$ cat config.mk
export PLATFORM = sky130hd
export DESIGN_NAME = tone_noise_sound_generator_unit
export DESIGN_NICKNAME = d
export VERILOG_FILES = /design/src/rtl/tnsg_pkg.sv /design/src/rtl/tnsg_ctrl.sv /design/src/rtl/tnsg_dp.sv /design/src/rtl/tone_noise_sound_generator_unit.sv
export SDC_FILE = /design/constraint.sdc
export NUM_CORES = 1
export LEC_CHECK = 0
export BUFFER_PORTS_ARGS = -buffer_cell sky130_fd_sc_hd__buf_2
export CAP_MARGIN = 15
export CORE_AREA = 2 2 214 195
export DETAILED_ROUTE_END_ITERATION = 12
export DIE_AREA = 0 0 216 197
export SLEW_MARGIN = 30
export SYNTH_ARGS = -nofsm -noshare
export SYNTH_HDL_FRONTEND = slang
export SYNTH_HIERARCHICAL = 1
export SYNTH_SLANG_ARGS = --single-unit
$ cat constraint.sdc
create_clock -name clk_i -period 6 [get_ports clk_i]
set_clock_uncertainty 0.05 [all_clocks]
set_input_delay 0.6 -clock clk_i [delete_from_list [all_inputs] [get_ports clk_i]]
set_output_delay 0.6 -clock clk_i [all_outputs]
set_load 0.03 [all_outputs]
$ cat src/rtl/tnsg_pkg.sv
`default_nettype none

package tnsg_pkg;

  typedef enum logic [1:0] {
    CMD_TONE   = 2'd0,
    CMD_ATTEN  = 2'd1,
    CMD_NOISE  = 2'd2,
    CMD_SAMPLE = 2'd3
  } cmd_e;

  typedef enum logic [1:0] {
    ST_IDLE = 2'd0,
    ST_ADD  = 2'd1,
    ST_TICK = 2'd2,
    ST_DONE = 2'd3
  } state_e;

  localparam logic [1:0]  REG_CLOCK_STEP = 2'd0;
  localparam logic [1:0]  REG_TICK_COST  = 2'd1;

  localparam logic [1:0]  NOISE_CH       = 2'd3;
  localparam logic [15:0] SEED_WORD      = 16'h8000;
  localparam logic [10:0] PERIOD_ZERO_AS = 11'd1024;
  localparam logic [23:0] COST_FLOOR     = 24'd16;
  localparam logic [23:0] CLOCK_STEP_RST = 24'd3579545;
  localparam logic [23:0] TICK_COST_RST  = 24'd705600;

  // controller -> datapath
  typedef struct packed {
    logic wr_en;         // apply a register-write command this cycle
    logic add_step;      // residue += clock_step
    logic tick;          // pay one tick and advance all counters
    logic latch_sample;  // capture mixed sample
  } dp_cmd_t;

  // datapath -> controller
  typedef struct packed {
    logic tick_due;      // residue >= effective tick cost
  } dp_status_t;

  function automatic logic [10:0] reload_of(input logic [9:0] p);
    return (p == 10'd0) ? PERIOD_ZERO_AS : {1'b0, p};
  endfunction

  function automatic logic [10:0] noise_reload(input logic [1:0] rate, input logic [9:0] p2);
    logic [10:0] r;
    case (rate)
      2'd0:    r = 11'h010;
      2'd1:    r = 11'h020;
      2'd2:    r = 11'h040;
      default: r = reload_of(p2);
    endcase
    return r;
  endfunction

  function automatic logic [12:0] amp_of(input logic [3:0] att);
    logic [12:0] a;
    case (att)
      4'd0:    a = 13'd4096;
      4'd1:    a = 13'd3254;
      4'd2:    a = 13'd2584;
      4'd3:    a = 13'd2053;
      4'd4:    a = 13'd1631;
      4'd5:    a = 13'd1295;
      4'd6:    a = 13'd1029;
      4'd7:    a = 13'd817;
      4'd8:    a = 13'd649;
      4'd9:    a = 13'd516;
      4'd10:   a = 13'd410;
      4'd11:   a = 13'd325;
      4'd12:   a = 13'd258;
      4'd13:   a = 13'd205;
      4'd14:   a = 13'd163;
      default: a = 13'd0;
    endcase
    return a;
  endfunction

endpackage

`default_nettype wire

$ cat src/rtl/tnsg_ctrl.sv
`default_nettype none

module tnsg_ctrl (
  input  wire logic                   clk_i,
  input  wire logic                   rst_ni,
  input  wire logic                   start,
  input  wire logic [1:0]             command_i,
  input  wire tnsg_pkg::dp_status_t   status_i,
  output      logic                   busy,
  output      logic                   sample_valid_o,
  output      tnsg_pkg::dp_cmd_t      cmd_o
);
  import tnsg_pkg::*;

  state_e state_q, state_d;
  logic   accept;

  assign accept = start && (state_q == ST_IDLE);

  always_ff @(posedge clk_i or negedge rst_ni) begin
    if (!rst_ni) begin
      state_q <= ST_IDLE;
    end else begin
      state_q <= state_d;
    end
  end

  always_comb begin
    state_d = state_q;
    case (state_q)
      ST_IDLE: begin
        if (accept && (cmd_e'(command_i) == CMD_SAMPLE)) state_d = ST_ADD;
      end
      ST_ADD:  state_d = ST_TICK;
      ST_TICK: begin
        if (!status_i.tick_due) state_d = ST_DONE;
      end
      ST_DONE: state_d = ST_IDLE;
      default: state_d = ST_IDLE;
    endcase
  end

  always_comb begin
    cmd_o          = '0;
    busy           = 1'b1;
    sample_valid_o = 1'b0;
    case (state_q)
      ST_IDLE: begin
        busy        = 1'b0;
        cmd_o.wr_en = accept && (cmd_e'(command_i) != CMD_SAMPLE);
      end
      ST_ADD:  cmd_o.add_step = 1'b1;
      ST_TICK: begin
        cmd_o.tick         = status_i.tick_due;
        cmd_o.latch_sample = !status_i.tick_due;
      end
      ST_DONE: sample_valid_o = 1'b1;
      default: busy = 1'b1;
    endcase
  end

  a_done_one_beat: assert property (@(posedge clk_i) disable iff (!rst_ni)
    sample_valid_o |=> !sample_valid_o && !busy)
    else $error("sample strobe not a single beat");

  a_sample_starts: assert property (@(posedge clk_i) disable iff (!rst_ni)
    (accept && (command_i == CMD_SAMPLE)) |=> (state_q == ST_ADD))
    else $error("sample command did not start the tick loop");

  a_write_single: assert property (@(posedge clk_i) disable iff (!rst_ni)
    (accept && (command_i != CMD_SAMPLE)) |=> !busy && !sample_valid_o)
    else $error("write command produced work beyond one cycle");

  a_latch_only_when_settled: assert property (@(posedge clk_i) disable iff (!rst_ni)
    cmd_o.latch_sample |-> !cmd_o.tick && (state_q == ST_TICK))
    else $error("sample latched while ticks still due");

endmodule

`default_nettype wire

$ cat src/rtl/tnsg_dp.sv
`default_nettype none

module tnsg_dp (
  input  wire logic                   clk_i,
  input  wire logic                   rst_ni,
  input  wire logic                   cfg_we_i,
  input  wire logic [1:0]             cfg_idx_i,
  input  wire logic [23:0]            cfg_wdata_i,
  input  wire logic [1:0]             command_i,
  input  wire logic [1:0]             channel_i,
  input  wire logic [9:0]             data_value_i,
  input  wire logic                   noise_white_i,
  input  wire logic [1:0]             noise_rate_i,
  input  wire tnsg_pkg::dp_cmd_t      cmd_i,
  output      tnsg_pkg::dp_status_t   status_o,
  output      logic signed [15:0]     sample_o
);
  import tnsg_pkg::*;

  logic [23:0] clock_step_q, tick_cost_q;
  logic [23:0] cost;

  logic [9:0]  period_q [3], period_d [3];
  logic [10:0] tone_cnt_q [3], tone_cnt_d [3];
  logic [10:0] tone_dec [3];
  logic [2:0]  tone_lvl_q, tone_lvl_d;
  logic [3:0]  atten_q [4], atten_d [4];
  logic        white_q, white_d;
  logic [1:0]  rate_q, rate_d;
  logic [10:0] noise_cnt_q, noise_cnt_d, noise_dec;
  logic [15:0] lfsr_q, lfsr_d;
  logic        noise_lvl_q, noise_lvl_d, fb;
  logic [24:0] residue_q, residue_d;

  logic [3:0]         levels;
  logic signed [16:0] term [4];
  logic signed [16:0] mix;
  logic signed [15:0] sat, sample_q;

  // configuration registers
  always_ff @(posedge clk_i or negedge rst_ni) begin
    if (!rst_ni) begin
      clock_step_q <= CLOCK_STEP_RST;
      tick_cost_q  <= TICK_COST_RST;
    end else if (cfg_we_i) begin
      case (cfg_idx_i)
        REG_CLOCK_STEP: clock_step_q <= cfg_wdata_i;
        REG_TICK_COST:  tick_cost_q  <= cfg_wdata_i;
        default: ;
      endcase
    end
  end

  assign cost              = (tick_cost_q < COST_FLOOR) ? COST_FLOOR : tick_cost_q;
  assign status_o.tick_due = (residue_q >= {1'b0, cost});

  always_comb begin
    for (int i = 0; i < 3; i++) begin
      tone_dec[i] = (tone_cnt_q[i] != 11'd0) ? tone_cnt_q[i] - 11'd1 : 11'd0;
    end
    noise_dec = (noise_cnt_q != 11'd0) ? noise_cnt_q - 11'd1 : 11'd0;
    fb = white_q ? (lfsr_q[0] ^ lfsr_q[3]) : lfsr_q[0];
  end

  always_comb begin
    period_d    = period_q;
    tone_cnt_d  = tone_cnt_q;
    tone_lvl_d  = tone_lvl_q;
    atten_d     = atten_q;
    white_d     = white_q;
    rate_d      = rate_q;
    noise_cnt_d = noise_cnt_q;
    lfsr_d      = lfsr_q;
    noise_lvl_d = noise_lvl_q;
    residue_d   = residue_q;

    if (cmd_i.wr_en) begin
      case (cmd_e'(command_i))
        CMD_TONE: begin
          if (channel_i != NOISE_CH) period_d[channel_i] = data_value_i;
        end
        CMD_ATTEN: atten_d[channel_i] = data_value_i[3:0];
        CMD_NOISE: begin
          white_d     = noise_white_i;
          rate_d      = noise_rate_i;
          lfsr_d      = SEED_WORD;
          noise_lvl_d = 1'b1;
          noise_cnt_d = noise_reload(noise_rate_i, period_q[2]);
        end
        default: ;
      endcase
    end

    if (cmd_i.add_step) begin
      residue_d = residue_q + {1'b0, clock_step_q};
    end

    if (cmd_i.tick) begin
      residue_d = residue_q - {1'b0, cost};
      for (int i = 0; i < 3; i++) begin
        if (tone_dec[i] == 11'd0) begin
          tone_cnt_d[i] = reload_of(period_q[i]);
          tone_lvl_d[i] = ~tone_lvl_q[i];
        end else begin
          tone_cnt_d[i] = tone_dec[i];
        end
      end
      if (noise_dec == 11'd0) begin
        noise_cnt_d = noise_reload(rate_q, period_q[2]);
        lfsr_d      = {fb, lfsr_q[15:1]};
        noise_lvl_d = lfsr_q[1];
      end else begin
        noise_cnt_d = noise_dec;
      end
    end
  end

  always_ff @(posedge clk_i or negedge rst_ni) begin
    if (!rst_ni) begin
      for (int i = 0; i < 3; i++) begin
        period_q[i]   <= 10'd0;
        tone_cnt_q[i] <= 11'd1;
      end
      for (int i = 0; i < 4; i++) begin
        atten_q[i] <= 4'hF;
      end
      tone_lvl_q  <= 3'b000;
      white_q     <= 1'b1;
      rate_q      <= 2'd2;
      noise_cnt_q <= 11'd64;
      lfsr_q      <= SEED_WORD;
      noise_lvl_q <= 1'b1;
      residue_q   <= 25'd0;
    end else begin
      period_q    <= period_d;
      tone_cnt_q  <= tone_cnt_d;
      tone_lvl_q  <= tone_lvl_d;
      atten_q     <= atten_d;
      white_q     <= white_d;
      rate_q      <= rate_d;
      noise_cnt_q <= noise_cnt_d;
      lfsr_q      <= lfsr_d;
      noise_lvl_q <= noise_lvl_d;
      residue_q   <= residue_d;
    end
  end

  assign levels = {noise_lvl_q, tone_lvl_q};

  // mixer: +/- amplitude per channel, then clamp to 16 bits
  always_comb begin
    for (int i = 0; i < 4; i++) begin
      term[i] = levels[i] ? $signed({4'b0000, amp_of(atten_q[i])})
                          : -$signed({4'b0000, amp_of(atten_q[i])});
    end
    mix = term[0] + term[1] + term[2] + term[3];
    if (mix > 17'sd32767) begin
      sat = 16'sh7FFF;
    end else if (mix < -17'sd32768) begin
      sat = 16'sh8000;
    end else begin
      sat = mix[15:0];
    end
  end

  always_ff @(posedge clk_i) begin
    if (cmd_i.latch_sample) sample_q <= sat;
  end

  assign sample_o = sample_q;

  a_tone_cnt_nonzero: assert property (@(posedge clk_i) disable iff (!rst_ni)
    (tone_cnt_q[0] != 11'd0) && (tone_cnt_q[1] != 11'd0) && (tone_cnt_q[2] != 11'd0))
    else $error("tone counter reached zero without reload");

  a_noise_cnt_nonzero: assert property (@(posedge clk_i) disable iff (!rst_ni)
    noise_cnt_q != 11'd0)
    else $error("noise counter reached zero without reload");

  a_tick_pays_cost: assert property (@(posedge clk_i) disable iff (!rst_ni)
    cmd_i.tick |=> (residue_q == $past(residue_q) - {1'b0, $past(cost)}))
    else $error("tick did not pay the tick cost");

endmodule

`default_nettype wire

$ cat src/rtl/tone_noise_sound_generator_unit.sv
`default_nettype none

// Three square-tone channels and one noise channel mixed to a signed 16-bit
// sample. A write command (tone period, attenuation, noise control) leaves
// busy low, and the next command may follow at once. A sample command adds
// clock_step to the residue, then runs N = floor((residue + clock_step) /
// cost) generator ticks, one tick per cycle in the tick loop, and latches the
// mixed sample, with busy high throughout; with the reset register values N is
// 5 or 6. The sample is presented on sample_o with sample_valid_o high for one
// cycle, and must be taken then: the receiver cannot stall. Registers are to
// be written through cfg_we_i/cfg_idx_i/cfg_wdata_i only while busy is low;
// the user is bound to this, and the block itself does not enforce it.
module tone_noise_sound_generator_unit (
  input  wire logic               clk_i,
  input  wire logic               rst_ni,
  input  wire logic               cfg_we_i,
  input  wire logic [1:0]         cfg_idx_i,
  input  wire logic [23:0]        cfg_wdata_i,
  input  wire logic               start,
  output      logic               busy,
  input  wire logic [1:0]         command_i,
  input  wire logic [1:0]         channel_i,
  input  wire logic [9:0]         data_value_i,
  input  wire logic               noise_white_i,
  input  wire logic [1:0]         noise_rate_i,
  output      logic               sample_valid_o,
  output      logic signed [15:0] sample_o
);
  import tnsg_pkg::*;

  dp_cmd_t    dp_cmd;
  dp_status_t dp_status;

  tnsg_ctrl u_ctrl (
    .clk_i          (clk_i),
    .rst_ni         (rst_ni),
    .start          (start),
    .command_i      (command_i),
    .status_i       (dp_status),
    .busy           (busy),
    .sample_valid_o (sample_valid_o),
    .cmd_o          (dp_cmd)
  );

  tnsg_dp u_dp (
    .clk_i         (clk_i),
    .rst_ni        (rst_ni),
    .cfg_we_i      (cfg_we_i),
    .cfg_idx_i     (cfg_idx_i),
    .cfg_wdata_i   (cfg_wdata_i),
    .command_i     (command_i),
    .channel_i     (channel_i),
    .data_value_i  (data_value_i),
    .noise_white_i (noise_white_i),
    .noise_rate_i  (noise_rate_i),
    .cmd_i         (dp_cmd),
    .status_o      (dp_status),
    .sample_o      (sample_o)
  );

endmodule

`default_nettype wire
=== After elaboration in Yosys (flattened, before gate mapping) ===
Memories as Yosys holds them, arrays and structs flattened.
Cells that the tools add are included.

* Output and inout bits: 18
* Memories kept: 8
* Register bits: 204
* Input bits: 47
* Memory bits (writable): 0
* Bits in read-only memories: 1664
* Bits in latches: 0

* Reductions and logical operators: 34
* $lt $le $gt $ge: 6
* Muxes and demuxes: 47
* Bitwise logic cells: 5
* Multipliers: 0
* Shift-type cells: 0
* $add $sub $neg: 13
* Divide/modulo/power cells: 0
* Eq/ne operators: 15

{| class="wikitable"
|+ Memory list
! memory !! words !! bits a word !! read ports !! clocked after Yosys merged registers in !! write ports !! RTL line !! text
|-
| (name not given) || 16 || 13 || 1 || 0 || 0 || tnsg_pkg.sv:59 || <nowiki>case (att)</nowiki>
|-
| (name not given) || 16 || 13 || 1 || 0 || 0 || tnsg_pkg.sv:59 ||
|-
| (name not given) || 16 || 13 || 1 || 0 || 0 || tnsg_pkg.sv:59 ||
|-
| (name not given) || 16 || 13 || 1 || 0 || 0 || tnsg_pkg.sv:59 ||
|-
| (name not given) || 16 || 13 || 1 || 0 || 0 || tnsg_pkg.sv:59 ||
|-
| (name not given) || 16 || 13 || 1 || 0 || 0 || tnsg_pkg.sv:59 ||
|-
| +2 memories || - || - || - || - || - || - ||
|}

{| class="wikitable"
|+ Operator list
! cell !! number
|-
| $mux W11 || 14
|-
| $mux W16 || 5
|-
| $mux W17 || 4
|-
| $neg A13 Y17 || 4
|-
| $pmux W11 S3 || 2
|-
| $add A17 B17 Y17 || 3
|-
| $mux W25 || 2
|-
| $logic_not A11 Y1 || 4
|-
| $reduce_bool A11 Y1 || 4
|-
| $sub A11 B1 Y11 const B || 4
|-
| $bwmux W30 || 1
|-
| $logic_not A10 Y1 || 3
|-
| $add A25 B24 Y25 || 1
|-
| $ge A25 B24 Y1 || 1
|-
| $sub A25 B24 Y25 || 1
|-
| $lt A24 B5 Y1 const B || 1
|-
| $mux W24 || 1
|-
| $demux W10 S2 || 1
|-
| $reduce_and A2 Y1 || 9
|-
| $gt A17 B16 Y1 const B || 1
|-
| $lt A17 B16 Y1 const B || 1
|-
| $bwmux W16 || 1
|-
| $eq A2 B2 Y1 const B || 6
|-
| $eq A2 B1 Y1 const B || 5
|-
| 17 further kinds || 41
|}

=== Depth between registers and ports, before layout ===
An unclocked memory read counts as a cell.

* Word-level depth: 8
* Gate-level depth with buffers: 27
* Mapped depth without buffers: 26

=== Modules after synthesis ===
Netlist, hierarchy kept.

{| class="wikitable"
|+ Modules (own cells, without submodules)
! module !! cells an instance !! instances !! area an instance (um2)
|-
| tnsg_dp || 1768 || 1 || 15711.3
|-
| tnsg_ctrl || 17 || 1 || 172.7
|}

=== Worst setup path after synthesis ===
No wires, ideal clock.

* Path kind: register to register
* Start: register u_dp/atten_q[0] (netlist name)
* End: register u_dp.sample_q[3] (netlist: u_dp/sample_o[3]), data pin
* Cell stages (with the launch flop): 24
* Library setup time: 0.266 ns
* Data arrival time: 5.540 ns
* Setup slack: 0.145 ns
* Cell sequence: dfstp_2 inv_1 ha_1 xor2_1 nor2b_1 a31oi_1 nor4b_1 nor2b_1 nor2b_1 or2_2 xnor2_1 fa_1 inv_1 fa_1 inv_1 ha_1 and3_1 a221o_1 a21oi_1 o311ai_0 o211ai_1 xnor2_4 nor2_4 o21ai_1

* Longest elaborated chain between the ends: 6
* Elaborated cells between the ends (all ways): 8

{| class="wikitable"
|+ Ends and longest elaborated chain
! element !! RTL line !! text
|-
| start, declared || tnsg_dp.sv:27 || <nowiki>logic [3:0] atten_q [4], atten_d [4];</nowiki>
|-
| start signal, assigned || tnsg_dp.sv:138 || <nowiki>atten_q <= atten_d;</nowiki>
|-
| $mem_v2 Z16 W13 || - ||
|-
| $neg A13 Y17 || tnsg_dp.sv:154 || <nowiki>: -$signed({4'b0000, amp_of(atten_q[i])});</nowiki>
|-
| $mux W17 * || tnsg_dp.sv:153 || <nowiki>term[i] = levels[i] ? $signed({4'b0000, amp_of(atten_q[i])})</nowiki>
|-
| $add A17 B17 Y17 * || tnsg_dp.sv:156 || <nowiki>mix = term[0] + term[1] + term[2] + term[3];</nowiki>
|-
| $lt A17 B16 Y1 || tnsg_dp.sv:159 || <nowiki>end else if (mix < -17'sd32768) begin</nowiki>
|-
| $mux W16 || tnsg_dp.sv:159 ||
|-
| end signal, assigned || tnsg_dp.sv:167 || <nowiki>if (cmd_i.latch_sample) sample_q <= sat;</nowiki>
|-
| end, declared || tnsg_dp.sv:38 || <nowiki>logic signed [15:0] sat, sample_q;</nowiki>
|}

Every way passes the cells marked *; elsewhere a longest branch is shown, timed or not.
A chain may end at the register's enable or synchronous reset.

=== Worst setup path in the final report ===
* Start: register u_dp/atten_q[4] (netlist name)
* End: register u_dp.sample_q[12] (netlist: u_dp/sample_o[12]), data pin

* Longest elaborated chain between the ends: 7
* Elaborated cells between the ends (all ways): 9

{| class="wikitable"
|+ Ends and longest elaborated chain
! element !! RTL line
|-
| $mem_v2 Z16 W13 || -
|-
| $neg A13 Y17 || tnsg_dp.sv:154
|-
| $mux W17 * || tnsg_dp.sv:153
|-
| $add A17 B17 Y17 * (2 in a row) || tnsg_dp.sv:156
|-
| $lt A17 B16 Y1 || tnsg_dp.sv:159
|-
| $mux W16 || tnsg_dp.sv:159
|}

Marked as above.

==> results.md <==
- Port-buffer cells: 64
- Drt wl/cell: 16.4 um
- Die Ht: 197 um
- Drt pass-1 iters: 5
- Sequential area share after synthesis: 33.0%
- I/O pin cnt: 65
- Worst Setup Path Type: flip-flop to flip-flop
- Crit path largest cell delay: 0.55 ns
- Max Root-Sink Buffers: 3
- CTS tree: yes
- Antenna viol nets, final: 0
- Clk slew on worst S/H paths: 0.06 ns
- Slowest CP cell: dfstp_2
- Status: finished, final reports clean
- Largest net degree at the start of global routing: 67
- Predominant post-synthesis flop cell: dfrtp_1
- Peak Freq: 175 MHz
- Clock Tree Root: clkbuf_16
- Yosys reg bits: 204
- Initial antenna violation count: 0
- Synth Cell Area: 0.0159 mm2
- H-Tree Depth: 1
- Fin. max-slew vios: 0
- Final setup violation count: 0
- CP cell instances: ha_1 > inv_1 > mux4_2 > ha_1 > nor2_1 > a21oi_1 > fa_1 > inv_1 > fa_1 > inv_1 > ha_1 > fa_2 > a21o_1 > a21boi_1 > o21bai_1 > o21ba_2 > o41a_1 > a21oi_2 > o21ai_2 > xor2_4 > maj3_1
- Vias in the first global route: 12.6k
- Drt via density: 5.39
- Initial cell density of the core: 39.4%
- WL final: 39.8 mm
- Share of cells above drive strength 1: 19.8%
- Crit path DAT: 5.98 ns
- Die area: 0.0426 mm2
- Worst-skew pair later-pin latency: 0.56 ns
- Total gr overflow: 0
- DIE WIDTH: 216 um
- Post-synth EDFFs: 16
- First-pass GRT wire length: 65.5 mm
- Worst-Margin Slew: 0.911 ns
- Synthesized instance count: 1785
- Worst path buffer plus inverter count: 3
- Non-filler cells, final: 2432
- Row count: 70
- Final RePlAce weighted congestion: 0.926
- Syn Nets: 1970
- # diodes: 0
- DR iter-0 viols: 792
- Worst hold slack: 0.212 ns
- Crit-path max FO: 8
- DP HPWL: 29.8 mm
- Final Hold Vio Count: 0
- Core Area: 0.0403 mm2
- Tmin final: 5.73 ns
- Endpoint type of the worst setup path: flip-flop
- Cells after DPL: 2377
- CTS buffer count: 25
- # nets final: 2058
- Tcrit/Tclk final: 95.5%
- Number of synthesis warnings: 6
- Syn avg cell area: 8.90 um2
- Count of cell types in the netlist: 89
- Hold Path Class: primary input to flip-flop
- Vias: 13.1k
- Drt drc: 0
- Number of max-cap violations: 0
- Async SR Flop Fraction: 92.2%
- Relative slew slack: 38.8%
- TritonCTS sink count: 204
- Crit-path leading delay family: adder cells
- Worst path required time: 6.25 ns
- Gr usage total: 18.6%
- Area growth syn-to-layout: 13.8%
- Critical path startpoint category: flip-flop
-- stage by stage --
step                      setup TNS, ns  utilization [%]  setup WS (ns)  cell area (um2)
after floorplan                       0                -          0.145            15900
after global routing             -0.290             44.9        -0.0415            18100
after global placement           -0.262             42.3        -0.0924            17100
after detailed placement          -2.02             42.3         -0.231            17100
after CTS                             0             44.4        0.00581            17900
final                                 0             44.9          0.270            18100
-- worst reg2reg max path: stages (launching register included) --
cell and delay, ns:
dfstp_2 0.55, ha_1 0.16, inv_1 0.07, mux4_2 0.50
ha_1 0.31, nor2_1 0.10, a21oi_1 0.07, fa_1 0.53
inv_1 0.05, fa_1 0.53, inv_1 0.05, ha_1 0.22
fa_2 0.36, a21o_1 0.19, a21boi_1 0.16, o21bai_1 0.12
o21ba_2 0.22, o41a_1 0.36, a21oi_2 0.18, o21ai_2 0.10
xor2_4 0.21, maj3_1 0.37
-- layout make-up --
type,instances,area (um2)
sequential,204,5240
timing repair buffer,125,827
tap,540,676
multi-input combinational,1381,10000
clock inverter,14,97.6
clock buffer,32,682
inverter,136,513
fill,3983,22200
-- what timing repair did --
| item | CTS | global route |
|---|---|---|
| pin swaps | 3 | 8 |
| gates resized for setup | 3 | 31 |
| endpoints found under the hold margin | 1 | 0 |
| cloned | 1 | 1 |
| buffers inserted | 2 | 4 |
| hold buffers | 1 | 0 |
| setup endpoints to repair | 15 | 59 |
-- cells in the mapped netlist, types with 18 or more instances --
master | instances | area share (%)
a21o_1 | 39 | 1.8
a21oi_1 | 137 | 4.3
a31oi_1 | 23 | 0.91
clkbuf_1 | 50 | 1.2
dfrtp_1 | 145 | 23
dfstp_2 | 43 | 7.1
fa_1 | 34 | 4.3
ha_1 | 104 | 8.2
inv_1 | 134 | 3.2
mux2_2 | 87 | 6.2
mux2i_1 | 24 | 1.5
nand2_1 | 161 | 3.8
nand2b_1 | 24 | 0.95
nand3_1 | 30 | 0.95
nor2_1 | 141 | 3.3
nor2b_1 | 26 | 1.0
nor3_1 | 44 | 1.4
nor4_1 | 22 | 0.87
o21ai_0 | 143 | 4.5
or3_1 | 18 | 0.71
xnor2_1 | 66 | 3.6
xor2_1 | 39 | 2.2
-- flip-flops by register name, indices dropped and copies added (netlist names) --
| register | count |
|---|---|
| u_dp/residue_q | 25 |
| u_dp/tone_cnt_q | 33 |
| u_dp/white_q | 1 |
| u_ctrl/state_q | 2 |
| u_dp/noise_cnt_q | 11 |
| u_dp/sample_o | 16 |
| u_dp/lfsr_q | 16 |
| u_dp/rate_q | 2 |
| u_dp/tone_lvl_q | 3 |
| u_dp/clock_step_q | 24 |
| u_dp/period_q | 30 |
| u_dp/noise_lvl_q | 1 |
| u_dp/atten_q | 16 |
| u_dp/tick_cost_q | 24 |
-- path summary, 6_finish.rpt --
kind	startpoint	slack, ns	depth (start not counted)	endpoint
min	cfg_wdata_i[1]	0.21	3	u_dp/clock_step_q[1]
max reg2reg	u_dp/atten_q[4]	0.27	21	u_dp/sample_o[12]
max in group asynchronous	rst_ni	4.13	3	u_dp/residue_q[2]
max	u_dp/atten_q[4]	0.27	21	u_dp/sample_o[12]
min in group asynchronous	rst_ni	0.56	2	u_dp/clock_step_q[19]
min reg2reg	u_dp/white_q	0.42	2	u_dp/white_q
-- cells by family after synthesis --
group	synth area share, %
adders and majority gates	12.6
xor gates and xnor gates	6.22
buffers and inverters	4.97
and+or+nand+nor	16.1
AOI/OAI and AO/OA	18.7
DFF	33.0
muxes	8.34
-- layer usage --
layer | share of wire (%) | vias up | wire length, um | global-route usage, %
li1 | - | 6485 | - | -
met1 | 50 | 6326 | 19800 | 26.9
met2 | 44 | 259 | 17300 | 29.1
met3 | 4.4 | 49 | 1760 | 2.95
met4 | 2.2 | 0 | 889 | 4.57
met5 | 0 | - | 0 | 0
-- layout by cell type (no fill, tap or decap), types with 25 or more instances in the layout --
master     instances
nor3_1            43
fa_1              33
dfrtp_1          145
mux2_2            87
clkbuf_16         25
ha_1             101
xnor2_1           65
xor2_1            37
nand3_1           30
dfstp_2           43
inv_1            131
buf_2             63
nor2_1           139
a21oi_1          133
buf_4             57
nand2_1          161
a21o_1            39
o21ai_0          141
Power is left out: the tool's default activity adds up to more than one toggle a clock period on the data nets, which glitch-free logic cannot reach.
